<file path="src/bba_pkg.sv">
// Shared types and constants for the bitmap block allocator.
`default_nettype none

package bba_pkg;

	// Payload field widths
	localparam int OPCODE_W = 2;
	localparam int AMOUNT_W = 6;
	localparam int BLOCK_W  = 7;
	localparam int STATUS_W = 2;
	localparam int CFG_W    = 8;

	// Request opcodes
	localparam logic [OPCODE_W-1:0] OP_ALLOC = 2'd0;
	localparam logic [OPCODE_W-1:0] OP_FREE  = 2'd1;
	localparam logic [OPCODE_W-1:0] OP_CLEAR = 2'd2;
	localparam logic [OPCODE_W-1:0] OP_NONE  = 2'd3;

	// Result status codes
	localparam logic [STATUS_W-1:0] ST_OK    = 2'd0;
	localparam logic [STATUS_W-1:0] ST_SHORT = 2'd1;
	localparam logic [STATUS_W-1:0] ST_RANGE = 2'd2;

	// Register indexes
	localparam logic REG_SIZE = 1'b0;

	// Free-count chunk: bits counted per cycle
	localparam int CHUNK_W     = 8;
	localparam int CHUNK_CNT_W = 4;

	// Map update command from the sequencer
	typedef struct packed {
		logic set_en;   // mark one block used
		logic clr_en;   // mark one block free
		logic clr_all;  // free every block
	} map_cmd_t;

endpackage

`default_nettype wire

</file>
<file path="src/bba_map.sv">
// Block usage bitmap with first-free search and chunked free count.
`default_nettype none

module bba_map #(
	parameter int MAX_BLOCKS = 128,
	parameter int IDX_W      = 7,
	parameter int SZ_W       = 8,
	parameter int CH_W       = 4
) (
	input  wire logic                         clk,
	input  wire logic                         arst_n,
	input  wire bba_pkg::map_cmd_t            cmd,
	input  wire logic [IDX_W-1:0]             idx,
	input  wire logic [SZ_W-1:0]              size,
	input  wire logic [CH_W-1:0]              chunk_sel,
	output logic      [IDX_W-1:0]             free_idx,
	output logic      [bba_pkg::CHUNK_CNT_W-1:0] chunk_cnt
);
	import bba_pkg::*;

	localparam int NCHUNK = (MAX_BLOCKS + CHUNK_W - 1) / CHUNK_W;
	localparam int PAD_W  = NCHUNK * CHUNK_W;

	logic [MAX_BLOCKS-1:0] used_q;
	logic [MAX_BLOCKS-1:0] fm;
	logic [PAD_W-1:0]      fm_pad;
	logic [CHUNK_W-1:0]    chunk_bits;

	// Map update
	always_ff @(posedge clk or negedge arst_n) begin
		if (!arst_n) begin
			used_q <= '0;
		end else if (cmd.clr_all) begin
			used_q <= '0;
		end else if (cmd.set_en) begin
			used_q[idx] <= 1'b1;
		end else if (cmd.clr_en) begin
			used_q[idx] <= 1'b0;
		end
	end

	// Free and managed blocks
	always_comb begin
		for (int i = 0; i < MAX_BLOCKS; i++) begin
			fm[i] = !used_q[i] && (SZ_W'(i) < size);
		end
	end

	// Lowest free managed block
	always_comb begin
		free_idx = '0;
		for (int i = MAX_BLOCKS - 1; i >= 0; i--) begin
			if (fm[i]) begin
				free_idx = IDX_W'(i);
			end
		end
	end

	// Population count of one chunk
	assign fm_pad     = PAD_W'(fm);
	assign chunk_bits = fm_pad[chunk_sel * CHUNK_W +: CHUNK_W];

	always_comb begin
		chunk_cnt = '0;
		for (int i = 0; i < CHUNK_W; i++) begin
			chunk_cnt = chunk_cnt + CHUNK_CNT_W'(chunk_bits[i]);
		end
	end

endmodule

`default_nettype wire

</file>
<file path="src/bba_ctrl.sv">
// Request sequencer: free-count pass, grant loop and result register.
`default_nettype none

module bba_ctrl #(
	parameter int MAX_BLOCKS = 128,
	parameter int MAX_RUN    = 32,
	parameter int IDX_W      = 7,
	parameter int SZ_W       = 8,
	parameter int CH_W       = 4
) (
	input  wire logic                            clk,
	input  wire logic                            arst_n,
	input  wire logic [SZ_W-1:0]                 size,
	// request channel
	input  wire logic                            req_valid,
	output logic                                 req_stall,
	input  wire logic [bba_pkg::OPCODE_W-1:0]    opcode,
	input  wire logic [bba_pkg::AMOUNT_W-1:0]    amount,
	input  wire logic [bba_pkg::BLOCK_W-1:0]     block_number,
	// map interface
	output bba_pkg::map_cmd_t                    cmd,
	output logic      [IDX_W-1:0]                idx,
	output logic      [CH_W-1:0]                 chunk_sel,
	input  wire logic [IDX_W-1:0]                free_idx,
	input  wire logic [bba_pkg::CHUNK_CNT_W-1:0] chunk_cnt,
	// result channel
	output logic                                 rsp_valid,
	input  wire logic                            rsp_stall,
	output logic      [bba_pkg::BLOCK_W-1:0]     granted_block,
	output logic                                 last,
	output logic      [bba_pkg::STATUS_W-1:0]    status
);
	import bba_pkg::*;

	localparam int NCHUNK = (MAX_BLOCKS + CHUNK_W - 1) / CHUNK_W;
	localparam int CNT_W  = $clog2(MAX_BLOCKS + 1);
	localparam int AW     = (CNT_W > AMOUNT_W) ? CNT_W : AMOUNT_W;
	localparam int BW     = (IDX_W > BLOCK_W) ? IDX_W : BLOCK_W;
	localparam int RW     = (SZ_W > BLOCK_W) ? SZ_W : BLOCK_W;

	typedef enum logic [2:0] {
		S_IDLE,
		S_COUNT,
		S_CHECK,
		S_GRANT,
		S_EMIT
	} state_t;

	state_t                state_q;
	logic [AMOUNT_W-1:0]   amount_q;
	logic [AMOUNT_W-1:0]   k_q;
	logic [CNT_W-1:0]      cnt_q;
	logic [CH_W-1:0]       chunk_q;
	logic [STATUS_W-1:0]   res_st_q;
	logic                  rsp_valid_q;
	logic [BLOCK_W-1:0]    granted_q;
	logic                  last_q;
	logic [STATUS_W-1:0]   status_q;

	logic                  accept;
	logic                  slot_free;
	logic                  rsp_load;
	logic [BW-1:0]         blk_w;
	logic                  in_range;
	logic                  too_long;
	logic                  grant_last;

	assign req_stall  = (state_q != S_IDLE);
	assign accept     = req_valid && !req_stall;
	assign slot_free  = !rsp_valid_q || !rsp_stall;
	assign rsp_load   = ((state_q == S_GRANT) || (state_q == S_EMIT)) && slot_free;
	assign blk_w      = BW'(block_number);
	assign in_range   = RW'(block_number) < RW'(size);
	assign too_long   = {1'b0, amount} > 7'(MAX_RUN);
	assign grant_last = ({1'b0, k_q} + 7'd1) == {1'b0, amount_q};
	assign chunk_sel  = chunk_q;

	// Map commands
	always_comb begin
		cmd         = '0;
		idx         = IDX_W'(blk_w);
		cmd.clr_all = accept && (opcode == OP_CLEAR);
		cmd.clr_en  = accept && (opcode == OP_FREE) && in_range;
		if (state_q == S_GRANT) begin
			idx        = free_idx;
			cmd.set_en = slot_free;
		end
	end

	// Sequencer and result register
	always_ff @(posedge clk or negedge arst_n) begin
		if (!arst_n) begin
			state_q     <= S_IDLE;
			rsp_valid_q <= 1'b0;
			amount_q    <= '0;
			k_q         <= '0;
			cnt_q       <= '0;
			chunk_q     <= '0;
			res_st_q    <= ST_OK;
			granted_q   <= '0;
			last_q      <= 1'b0;
			status_q    <= ST_OK;
		end else begin
			if (rsp_load) begin
				rsp_valid_q <= 1'b1;
			end else if (!rsp_stall) begin
				rsp_valid_q <= 1'b0;
			end
			case (state_q)
				S_IDLE: begin
					if (accept) begin
						amount_q <= amount;
						k_q      <= '0;
						cnt_q    <= '0;
						chunk_q  <= '0;
						res_st_q <= ST_OK;
						case (opcode)
							OP_ALLOC: begin
								if (amount == '0) begin
									state_q <= S_EMIT;
								end else if (too_long) begin
									res_st_q <= ST_SHORT;
									state_q  <= S_EMIT;
								end else begin
									state_q <= S_COUNT;
								end
							end
							OP_FREE: begin
								res_st_q <= in_range ? ST_OK : ST_RANGE;
								state_q  <= S_EMIT;
							end
							OP_CLEAR: begin
								state_q <= S_EMIT;
							end
							default: begin
								state_q <= S_IDLE;
							end
						endcase
					end
				end
				S_COUNT: begin
					cnt_q   <= cnt_q + CNT_W'(chunk_cnt);
					chunk_q <= chunk_q + CH_W'(1);
					if (chunk_q == CH_W'(NCHUNK - 1)) begin
						state_q <= S_CHECK;
					end
				end
				S_CHECK: begin
					if (AW'(cnt_q) < AW'(amount_q)) begin
						res_st_q <= ST_SHORT;
						state_q  <= S_EMIT;
					end else begin
						state_q <= S_GRANT;
					end
				end
				S_GRANT: begin
					if (slot_free) begin
						granted_q   <= BLOCK_W'(free_idx);
						last_q      <= grant_last;
						status_q    <= ST_OK;
						k_q         <= k_q + AMOUNT_W'(1);
						if (grant_last) begin
							state_q <= S_IDLE;
						end
					end
				end
				S_EMIT: begin
					if (slot_free) begin
						granted_q   <= '0;
						last_q      <= 1'b1;
						status_q    <= res_st_q;
						state_q     <= S_IDLE;
					end
				end
				default: begin
					state_q <= S_IDLE;
				end
			endcase
		end
	end

	assign rsp_valid     = rsp_valid_q;
	assign granted_block = granted_q;
	assign last          = last_q;
	assign status        = status_q;

endmodule

`default_nettype wire

</file>
<file path="src/bitmap_block_allocator.sv">
// Bitmap block allocator top level: register port, sequencer and usage map.
//
// Keeps one used bit per disk block and grants free blocks lowest number first.
// A free or clear request goes to the emit state, which loads its result into
// the output register once the output slot is free. An allocate of 1..MAX_RUN
// blocks first counts the free managed blocks eight bits per cycle, then
// compares the count with the request, then grants one block per cycle while
// the output slot is free, through a single priority encoder over the map; an
// allocate that is too long, or short of free blocks at the compare, ends with
// one failure result. The request channel stalls until the last result of the
// transaction is in the output register. The map is cleared by reset with no
// sweep. The managed-size register sits at byte address 0.
`default_nettype none

module bitmap_block_allocator #(
	parameter int MAX_BLOCKS = 128,
	parameter int MAX_RUN    = 32
) (
	input  wire logic                         clk,
	input  wire logic                         arst_n,
	// configuration port
	input  wire logic                         psel,
	input  wire logic                         penable,
	input  wire logic                         pwrite,
	input  wire logic [2:0]                   paddr,
	input  wire logic [31:0]                  pwdata,
	output logic      [31:0]                  prdata,
	output logic                              pready,
	// request channel
	input  wire logic                         req_valid,
	output logic                              req_stall,
	input  wire logic [bba_pkg::OPCODE_W-1:0] opcode,
	input  wire logic [bba_pkg::AMOUNT_W-1:0] amount,
	input  wire logic [bba_pkg::BLOCK_W-1:0]  block_number,
	// result channel
	output logic                              rsp_valid,
	input  wire logic                         rsp_stall,
	output logic      [bba_pkg::BLOCK_W-1:0]  granted_block,
	output logic                              last,
	output logic      [bba_pkg::STATUS_W-1:0] status
);
	import bba_pkg::*;

	localparam int IDX_W  = $clog2(MAX_BLOCKS);
	localparam int SZ_W   = $clog2(MAX_BLOCKS + 1);
	localparam int NCHUNK = (MAX_BLOCKS + CHUNK_W - 1) / CHUNK_W;
	localparam int CH_W   = (NCHUNK > 1) ? $clog2(NCHUNK) : 1;
	localparam int CW     = (SZ_W > CFG_W) ? SZ_W : CFG_W;

	logic [CFG_W-1:0]  size_reg_q;
	logic [CW-1:0]     size_ext;
	logic [CW-1:0]     size_sat;
	logic [SZ_W-1:0]   size;
	logic              cfg_wr;
	map_cmd_t          cmd;
	logic [IDX_W-1:0]  idx;
	logic [CH_W-1:0]   chunk_sel;
	logic [IDX_W-1:0]  free_idx;
	logic [CHUNK_CNT_W-1:0] chunk_cnt;

	// Register access
	assign pready = 1'b1;
	assign cfg_wr = psel && penable && pwrite && pready && (paddr[2] == REG_SIZE);
	assign prdata = (paddr[2] == REG_SIZE) ? 32'(size_reg_q) : '0;

	always_ff @(posedge clk or negedge arst_n) begin
		if (!arst_n) begin
			size_reg_q <= 8'd128;
		end else if (cfg_wr) begin
			size_reg_q <= pwdata[CFG_W-1:0];
		end
	end

	// Managed size saturates at the map depth
	assign size_ext = CW'(size_reg_q);
	assign size_sat = (size_ext > CW'(MAX_BLOCKS)) ? CW'(MAX_BLOCKS) : size_ext;
	assign size     = SZ_W'(size_sat);

	bba_ctrl #(
		.MAX_BLOCKS (MAX_BLOCKS),
		.MAX_RUN    (MAX_RUN),
		.IDX_W      (IDX_W),
		.SZ_W       (SZ_W),
		.CH_W       (CH_W)
	) u_ctrl (
		.clk           (clk),
		.arst_n        (arst_n),
		.size          (size),
		.req_valid     (req_valid),
		.req_stall     (req_stall),
		.opcode        (opcode),
		.amount        (amount),
		.block_number  (block_number),
		.cmd           (cmd),
		.idx           (idx),
		.chunk_sel     (chunk_sel),
		.free_idx      (free_idx),
		.chunk_cnt     (chunk_cnt),
		.rsp_valid     (rsp_valid),
		.rsp_stall     (rsp_stall),
		.granted_block (granted_block),
		.last          (last),
		.status        (status)
	);

	bba_map #(
		.MAX_BLOCKS (MAX_BLOCKS),
		.IDX_W      (IDX_W),
		.SZ_W       (SZ_W),
		.CH_W       (CH_W)
	) u_map (
		.clk       (clk),
		.arst_n    (arst_n),
		.cmd       (cmd),
		.idx       (idx),
		.size      (size),
		.chunk_sel (chunk_sel),
		.free_idx  (free_idx),
		.chunk_cnt (chunk_cnt)
	);

	// A request that produces results holds off the next one
	a_busy_after_req: assert property (@(posedge clk) disable iff (!arst_n)
		(req_valid && !req_stall && (opcode != OP_NONE)) |=> req_stall)
		else $error("request channel open right after a transaction");

	// Failures are single, final results
	a_fail_last: assert property (@(posedge clk) disable iff (!arst_n)
		(rsp_valid && (status != ST_OK)) |-> (last && (granted_block == '0)))
		else $error("failure result not final or carries a block");

	// At most one map update per cycle
	a_map_cmd: assert property (@(posedge clk) disable iff (!arst_n)
		$onehot0({cmd.set_en, cmd.clr_en, cmd.clr_all}))
		else $error("conflicting map updates");

	// Grants only hit managed blocks
	a_grant_in_range: assert property (@(posedge clk) disable iff (!arst_n)
		cmd.set_en |-> (SZ_W'(idx) < size))
		else $error("grant outside managed range");

endmodule

`default_nettype wire
</file>
<file path="config.mk">
export PLATFORM = sky130hd
export DESIGN_NAME = bitmap_block_allocator
export DESIGN_NICKNAME = d
export VERILOG_FILES = /design/src/bba_pkg.sv /design/src/bba_map.sv /design/src/bba_ctrl.sv /design/src/bitmap_block_allocator.sv
export SDC_FILE = /design/constraint.sdc
export NUM_CORES = 1
export LEC_CHECK = 0
export BUFFER_PORTS_ARGS = -buffer_cell sky130_fd_sc_hd__buf_2
export CAP_MARGIN = 25
export CORE_MARGIN = 4
export CORE_UTILIZATION = 40
export DETAILED_ROUTE_END_ITERATION = 7
export GPL_TIMING_DRIVEN = 0
export PLACE_DENSITY_LB_ADDON = 0.05
export SKIP_LAST_GASP = 1
export SYNTH_ARGS = -nofsm -noshare
export SYNTH_HDL_FRONTEND = slang
export SYNTH_HIERARCHICAL = 1
export SYNTH_SLANG_ARGS = --single-unit
</file>
<file path="constraint.sdc">
create_clock -name clk -period 6.4 [get_ports clk]
set_clock_uncertainty 0.2 [all_clocks]
set_input_delay 0.64 -clock clk [delete_from_list [all_inputs] [get_ports clk]]
set_output_delay 0.64 -clock clk [all_outputs]
set_load 0.01 [all_outputs]
</file>
==> results by group, run 1 <==
Global routing
  • Total Routing Usage GR: between 30 and 40%
  • Total grt overflow: 0
  • Global-route wire length before repair: roughly 93000 um
  • Gr busiest metal: met2
  • Vias in the first global route: roughly 14000
  • Initial antenna violation count: 0
  • Met3 Use GR: under 10%
  • M2 GR Usage: a little over half
  • Met1 Use GR: a little under half
  • Pin count of the biggest net entering global routing: 102

Worst setup path
  • Critical path peak fanout: 5
  • Crit end category: register
  • CP required: approximately 6600 ps
  • Crit path arrival time: between 6000 and 7000 ps
  • Register-to-Register Path Depth: 22
  • Flop-to-flop setup slack: -190 ps
  • Crit start category: register
  • RR Endpoint: u_ctrl/cnt_q[7]
  • Reg-to-Reg Start: size_ext[7]
  • Crit Path Class: reg2reg

Pwr
  • Pwr Total: approximately 5600 uW
  • Worst IR Drop VDD: between 0.2 and 0.25 mV
  • Pwr dens: approximately 350 mW/mm2
  • Leakage: roughly 0.0066 uW

Clock network
  • Register clock-pin slew on the reported worst setup and hold paths: 80 ps
  • Clk root buf: clkbuf_16
  • H-tree depth: 4
  • Skew-Pair Late Insertion Delay: 470 ps
  • CTS Sinks: ~180
  • Clock Tree Buf Depth: 2
  • CTS tree: yes
  • CTS buffer count: 17

Yosys
  • Synth unique cells: about 100
  • Synth warnings: 6
  • Ys async rst share: 100%
  • Average cell area after synthesis: about 8.0 um2
  • Post-synth EDFFs: 0
  • Sequential fraction of the synthesis area: 32.3%
  • Largest cells by area after synthesis: dfrtp_1, a21oi_1, nand2_1
  • Area fraction of the dominant cell type after synthesis: between 30% and 40%
  • Yosys top cell by area: dfrtp_1
  • Synthesized area: roughly 0.014 mm2
  • Top_reg_cell synth: dfrtp_1
  • Synth Register Bits: 176
  • Cells after Synth: ~1700

Placed design
  • Dpl ws: -871 ps
  • RePlAce Congestion: a little over 1
  • Port bufs: 50
  • Placed cell count: between 2000 and 2500
  • DP HPWL: approximately 50000 um

Layout
  • Cell Count, Final, Fillers Out: 2315
  • Area growth syn-to-layout: 18.3%
  • Diode count: 0
  • Final-stage net count: roughly 1900
  • Fraction of layout cells with a size suffix above 1: between 20% and 30%

Drt
  • Drt drc: 0
  • Iteration-0 DRC Markers: between 1500 and 2000
  • Routed Antenna Nets: 0
  • DR vias: 14600
  • Routed vias/inst: 6.30
  • DRT Pass-1 Iters: 5
  • WL final: approximately 64000 um
  • Wirelength per Cell: approximately 28 um

Min path
  • Hold Path Class: in2async

STA
  • Max-slew headroom: a little under a third
  • Finish-stage setup viols: 5
  • PnR worst setup slack: -194 ps
  • Final Max Slew Viols: 0
  • RSZ-0062 raised after global routing: true
  • Setup TNS: -831 ps
  • Worst Tran Pin Value: 1020 ps
  • Tmin final: between 6000 and 7000 ps
  • Final Hold Violating Endpoints: 0
  • Max Fclk: ~150 MHz
  • Final cycle utilization of the critical path: 103%

Floorplanning
  • Die width: about 190 um
  • Initial core utilization: 40.6%
  • Total core area: ~0.034 mm2
  • Die span in y: just under 200 um
  • Die Area: 0.0371 mm2
  • Ports: 102
  • Site Rows: 67

Run
  • Max-Cap Viols: 0

Outcome
  • Failing checks: setup timing
  • Status: finished with violations
==> kinds of logic after synthesis <==
| logic type | after synthesis | synth area share, % |
|---|---|---|
| adder cells (fa/ha/maj) | 29 | 2.94 |
| flip-flops | 176 | 32.3 |
| XOR/XNOR | 12 | 0.771 |
| other | 2 | 0.0551 |
| AO/OA/AOI/OAI | 641 | 28.3 |
| buffers and inverters | 162 | 6.20 |
| AND/OR/NAND/NOR | 633 | 22.9 |
| multiplexers | 49 | 6.53 |
==> per-stage QoR <==
step	hold WS [ps]	utilization, %	instance area (um2)
2_1_floorplan	144	-	13700
3_3_place_gp	269	43.2	14500
3_5_place_dp	279	43.4	14600
4_1_cts	43.6	47.0	15800
5_1_grt	75.9	48.0	16100
6_report	13.5	48.0	16100
==> worst max-delay path, stage by stage, from the launching register on <==
cell and delay, ps:
dfstp_2 560, buf_6 130, buf_6 100, nor2b_4 50, buf_6 130, or4_4 630, a21oi_4 210, nor2_4 70
mux4_2 480, mux4_2 490, fa_1 620, fa_1 480, fa_1 540, ha_2 200, inv_2 40, fa_1 510
inv_2 60, ha_4 250, a21o_1 100, a21o_1 170, a21oi_4 80, nor3b_2 200, mux2i_1 210
==> layout make-up <==
| cell class | count | area (um2) |
|---|---|---|
| Sequential cell | 176 | 4410 |
| Clock inverter | 15 | 198 |
| Fill cell | 3418 | 17500 |
| Clock buffer | 17 | 425 |
| Tap cell | 448 | 561 |
| Buffer | 122 | 783 |
| Timing Repair Buffer | 110 | 807 |
| Inverter | 38 | 146 |
| Multi-Input combinational cell | 1389 | 8800 |
==> flip-flops by register name (all words and copies together), names as in the netlist <==
register              flops
u_map/used_q            128
size_ext                  8
u_ctrl/cnt_q              8
u_ctrl/chunk_sel          4
u_ctrl/res_st_q           2
u_ctrl/granted_block      7
u_ctrl/k_q                6
u_ctrl/state_q            3
u_ctrl/status             2
u_ctrl/rsp_valid          1
u_ctrl/last               1
u_ctrl/amount_q           6
==> Yosys cell counts (9+ instances only) <==
master and n:
nor4_1 15, o21ai_0 186, a21oi_1 246, buf_2 19, buf_6 11, and2_1 22, a21o_1 19, nand3_1 39
nor2b_1 27, o31ai_1 9, mux2_2 10, nand4_1 14, ha_1 24, clkbuf_1 55, o22ai_1 17, a211oi_1 50
dfrtp_1 175, o211ai_1 14, nor2_1 135, inv_1 37, nand2_1 257, nor3_1 31, buf_4 35, mux4_2 31
nand2b_1 26
==> report_power, final <==
group          switching (uW)  total [uW]  internal (uW)  leakage (uW)
Clock                     542        1140            595      0.000298
Combinational            1980        3270           1290       0.00385
Sequential               49.4        1220           1170       0.00242
Total                    2580        5630           3060       0.00657
==> worst max-delay path by stage <==
stage                             start              end  cells past startpoint
floorplan                   size_ext[7]  u_ctrl/cnt_q[7]                     22
finish                      size_ext[7]  u_ctrl/cnt_q[7]                     22
detailed placement  u_ctrl/chunk_sel[0]  u_ctrl/cnt_q[7]                     19
CTS                         size_ext[7]  u_ctrl/cnt_q[7]                     22
global placement            size_ext[7]  u_ctrl/cnt_q[7]                     21
global route                size_ext[7]  u_ctrl/cnt_q[7]                     21
==> what timing repair did <==
action	4_1_cts	5_1_grt
setup buffers	32	20
pin swaps	19	17
hold buffers	0	0
endpoints found under the setup margin	106	126
cloned	1	0
resized for setup	81	56
==> cells in the final DEF, fill, tap and decap left out, drive strengths merged, types with 31 or more instances in the layout <==
cell type,synthesis,routed
o21ai,194,194
nand2,258,258
buf,69,179
inv,38,42
clkbuf,55,70
dfrtp,175,175
mux4,31,31
nor2,137,137
a21oi,248,248
nor3,34,34
nand3,41,41
a211oi,53,53
==> layer usage <==
metal  vias to the layer above  routed length (um)
met1                      7181               26900
met5                         -                   0
met4                         0                3270
met3                       179                5240
met2                       765               28400
li1                       6464                   -
(Power assumes the default switching activity.)
==> run 2, diff against run 1 <==
- PLACE_DENSITY: default -> 0.6
- PLACE_DENSITY_LB_ADDON: 0.05 -> default
==> run 2 against run 1 <==
  * The run now ends clean
  * Via count rose by 0.42%
  * Power down 1.9%
  * First-iteration DRC count increased by 33%
  * Sequential power about the same
  * Worst setup slack improved by 260 ps
  * Register-to-register slack better by 260 ps
  * Maximum frequency rose by 4.1%
  * Critical path depth is the same
==> results by group, run 2 (synthesis gave the netlist of run 1 again) <==
Layout
  • Largest Register: u_map/used_q
  • Fraction of layout cells with a size suffix above 1: 20.1% (-0.56 points)
  • Diode count: 0 (unchanged)
  • Area growth syn-to-layout: 18.2% (about the same)
  • Max reg flops: 128 (unchanged)
  • Finished Core Util: 48.0% (about the same)
  • Post-route design area: 0.0161 mm2 (about the same)
  • Final-stage net count: 1937 (-0.15%)
  • Commonest non-fill, non-tap cell in the layout: nand2_1
  • Commonest cells after routing, fill and taps aside: nand2_1, a21oi_1, o21ai_0

Placed design
  • DP HPWL: 48200 um (-2.9%)
  • Dpl ws: -836 ps (+35.4 ps)
  • Port bufs: 50 (unchanged)
  • Area post-placement: 0.0146 mm2 (about the same)
  • RePlAce Congestion: 1.02 (+0.97%)

Clock network
  • H-tree depth: 4 (unchanged)
  • Clock Tree Buf Depth: 2 (unchanged)
  • Skew-Pair Late Insertion Delay: 480 ps (about the same)
  • Register clock-pin slew on the reported worst setup and hold paths: 70 ps (about the same)
  • CTS Sinks: 176 (unchanged)
  • Clk root buf: clkbuf_16
  • CTS tree: yes
  • CTS buffer count: 17 (unchanged)

Worst setup path
  • CP required: 6580 ps (about the same)
  • RR Endpoint: u_map/used_q[38]
  • Flop-to-flop setup slack: 70 ps (+260 ps)
  • Crit start category: register
  • Critical path's top delay family: compound AO/OA/AOI/OAI gates
  • Reg-to-Reg Start: size_ext[7]
  • Worst Setup SP: size_ext[7]
  • Worst Path Buf+Inv: 6 (+1)
  • WP depth: 22 (unchanged)
  • Register-to-Register Path Depth: 22 (unchanged)
  • Worst setup path endpoint: u_map/used_q[38]
  • CP max stage delay: 600 ps (-30 ps)
  • Crit path arrival time: 6510 ps (-270 ps)
  • Crit Path Class: reg2reg
  • Crit end category: register
  • Critical Path Slowest Stage Cell: a211oi_2
  • Crit-path cells: buf_6, nor2b_4, buf_8, buf_4, buf_4, a21o_1, nand2_2, a211oi_2, a211o_1, a21oi_1, nand3b_1, a21oi_1, o211ai_1, a21oi_1, nand2_1, nand2_1, clkbuf_1, nand2_1, nor2_1, clkbuf_2, nand2_1, a21oi_1
  • Critical path peak fanout: 10 (+5)

STA
  • Worst Tran Pin Value: 1220 ps (+200 ps)
  • Max Fclk: 158 MHz (+4.1%)
  • Final Hold Violating Endpoints: 0 (unchanged)
  • Tmin final: 6330 ps (-262 ps)
  • Final Max Slew Viols: 0 (unchanged)
  • Finish-stage setup viols: 0 (-5)
  • Min Hold Slack: 210 ps (+197 ps)
  • Final cycle utilization of the critical path: 98.9% (-4.1 points)
  • PnR worst setup slack: 67.8 ps (+262 ps)
  • Max-slew headroom: 17.8% (-14 points)
  • RSZ-0062 raised after global routing: true

Run
  • Max-Cap Viols: 0 (unchanged)

Global routing
  • Initial antenna violation count: 0 (unchanged)
  • Total grt overflow: 0 (unchanged)
  • Vias in the first global route: 13900 (+0.16%)
  • Total Routing Usage GR: 32.9% (-1.4 points)
  • Global-route wire length before repair: 89700 um (-3.4%)
  • Pin count of the biggest net entering global routing: 120 (+18%)

Floorplanning
  • Die span in y: 193 um (unchanged)
  • Site Rows: 67 (unchanged)
  • Die Area: 0.0371 mm2 (unchanged)
  • Die width: 193 um (unchanged)
  • Ports: 102 (unchanged)
  • Initial core utilization: 40.6% (unchanged)
  • Total core area: 0.0336 mm2 (unchanged)

Pwr
  • Pwr dens: 343 mW/mm2 (-1.9%)
  • Leakage: 0.00655 uW (-0.27%)
  • Worst IR Drop VDD: 0.497 mV (+120%)

Drt
  • Routed vias/inst: 6.34 (+0.56%)
  • DRT Pass-1 Iters: 6 (+1)
  • Iteration-0 DRC Markers: 2174 (+33%)
  • WL final: 62200 um (-2.7%)
  • Wirelength per Cell: 26.9 um (-2.5%)
  • DR vias: 14700 (+0.42%)
  • Routed Antenna Nets: 0 (unchanged)
  • Drt drc: 0 (unchanged)

Min path
  • WHS Path Cells: 3
  • Hold Path Class: in2reg

Outcome
  • Status: finished, final reports clean
==> run 2: changes by cell type in the layout (fill, tap and decap cells not counted), moves of 4 or more <==
cell      delta
a211oi_1     -5
a211oi_2     +5
a21oi_1      -4
buf_4       -11
buf_8        +6
clkbuf_1     +6
nor2_1       +4
nor2_2       -4
==> run 2: worst min-delay path, cell delays in order <==
cell,delay (ps)
buf_2,80
nand2_1,40
o21ai_0,60
==> run 2: per-layer routing <==
layer | global-route usage (%) | routed length (um)
met1 | 44.5 | 25300
met3 | 5.63 | 5740
met2 | 51.1 | 27200
met5 | 0 | 0
met4 | 16.5 | 3960
==> run 2: layout make-up <==
type	instances	area, um2
inverters	38	146
plain buffers	123	825
multi-input cells	1389	8820
fillers	3300	17500
clock inverters	13	151
repair buffers	106	771
well taps	448	561
clock buffers	19	443
flip-flops and latches	176	4410
==> run 2: worst min-delay path by stage <==
stage	start	endpoint
6_report	amount[4]	u_ctrl/amount_q[4]
5_1_grt	amount[0]	u_ctrl/amount_q[0]
4_1_cts	amount[0]	u_ctrl/amount_q[0]
3_5_place_dp	u_ctrl/cnt_q[7]	u_ctrl/cnt_q[7]
3_3_place_gp	u_ctrl/cnt_q[7]	u_ctrl/cnt_q[7]
2_1_floorplan	arst_n	size_ext[0]
==> run 2: report_power, final <==
| group | switching, uW | internal [uW] | leakage [uW] |
|---|---|---|---|
| clock network | 511 | 596 | 0.000289 |
| logic | 1940 | 1250 | 0.00384 |
| registers | 55.1 | 1170 | 0.00242 |
==> run 2: metrics by stage <==
step	std cells	power, uW	TNS, ps
after floorplan	1727	3110	0
after global placement	2225	3910	-12000
after detailed placement	2230	3950	-8030
after CTS	2297	5290	0
after global routing	2312	5810	-175
final	2312	5520	0
==> run 2: repair_timing <==
action / 4_1_cts / 5_1_grt
hold buffers: 1 / 0
gates cloned: 0 / 2
resized for setup: 86 / 58
pin swaps: 17 / 11
setup endpoints to repair: 71 / 118
hold endpoints to repair: 57 / 0
setup buffers: 35 / 9
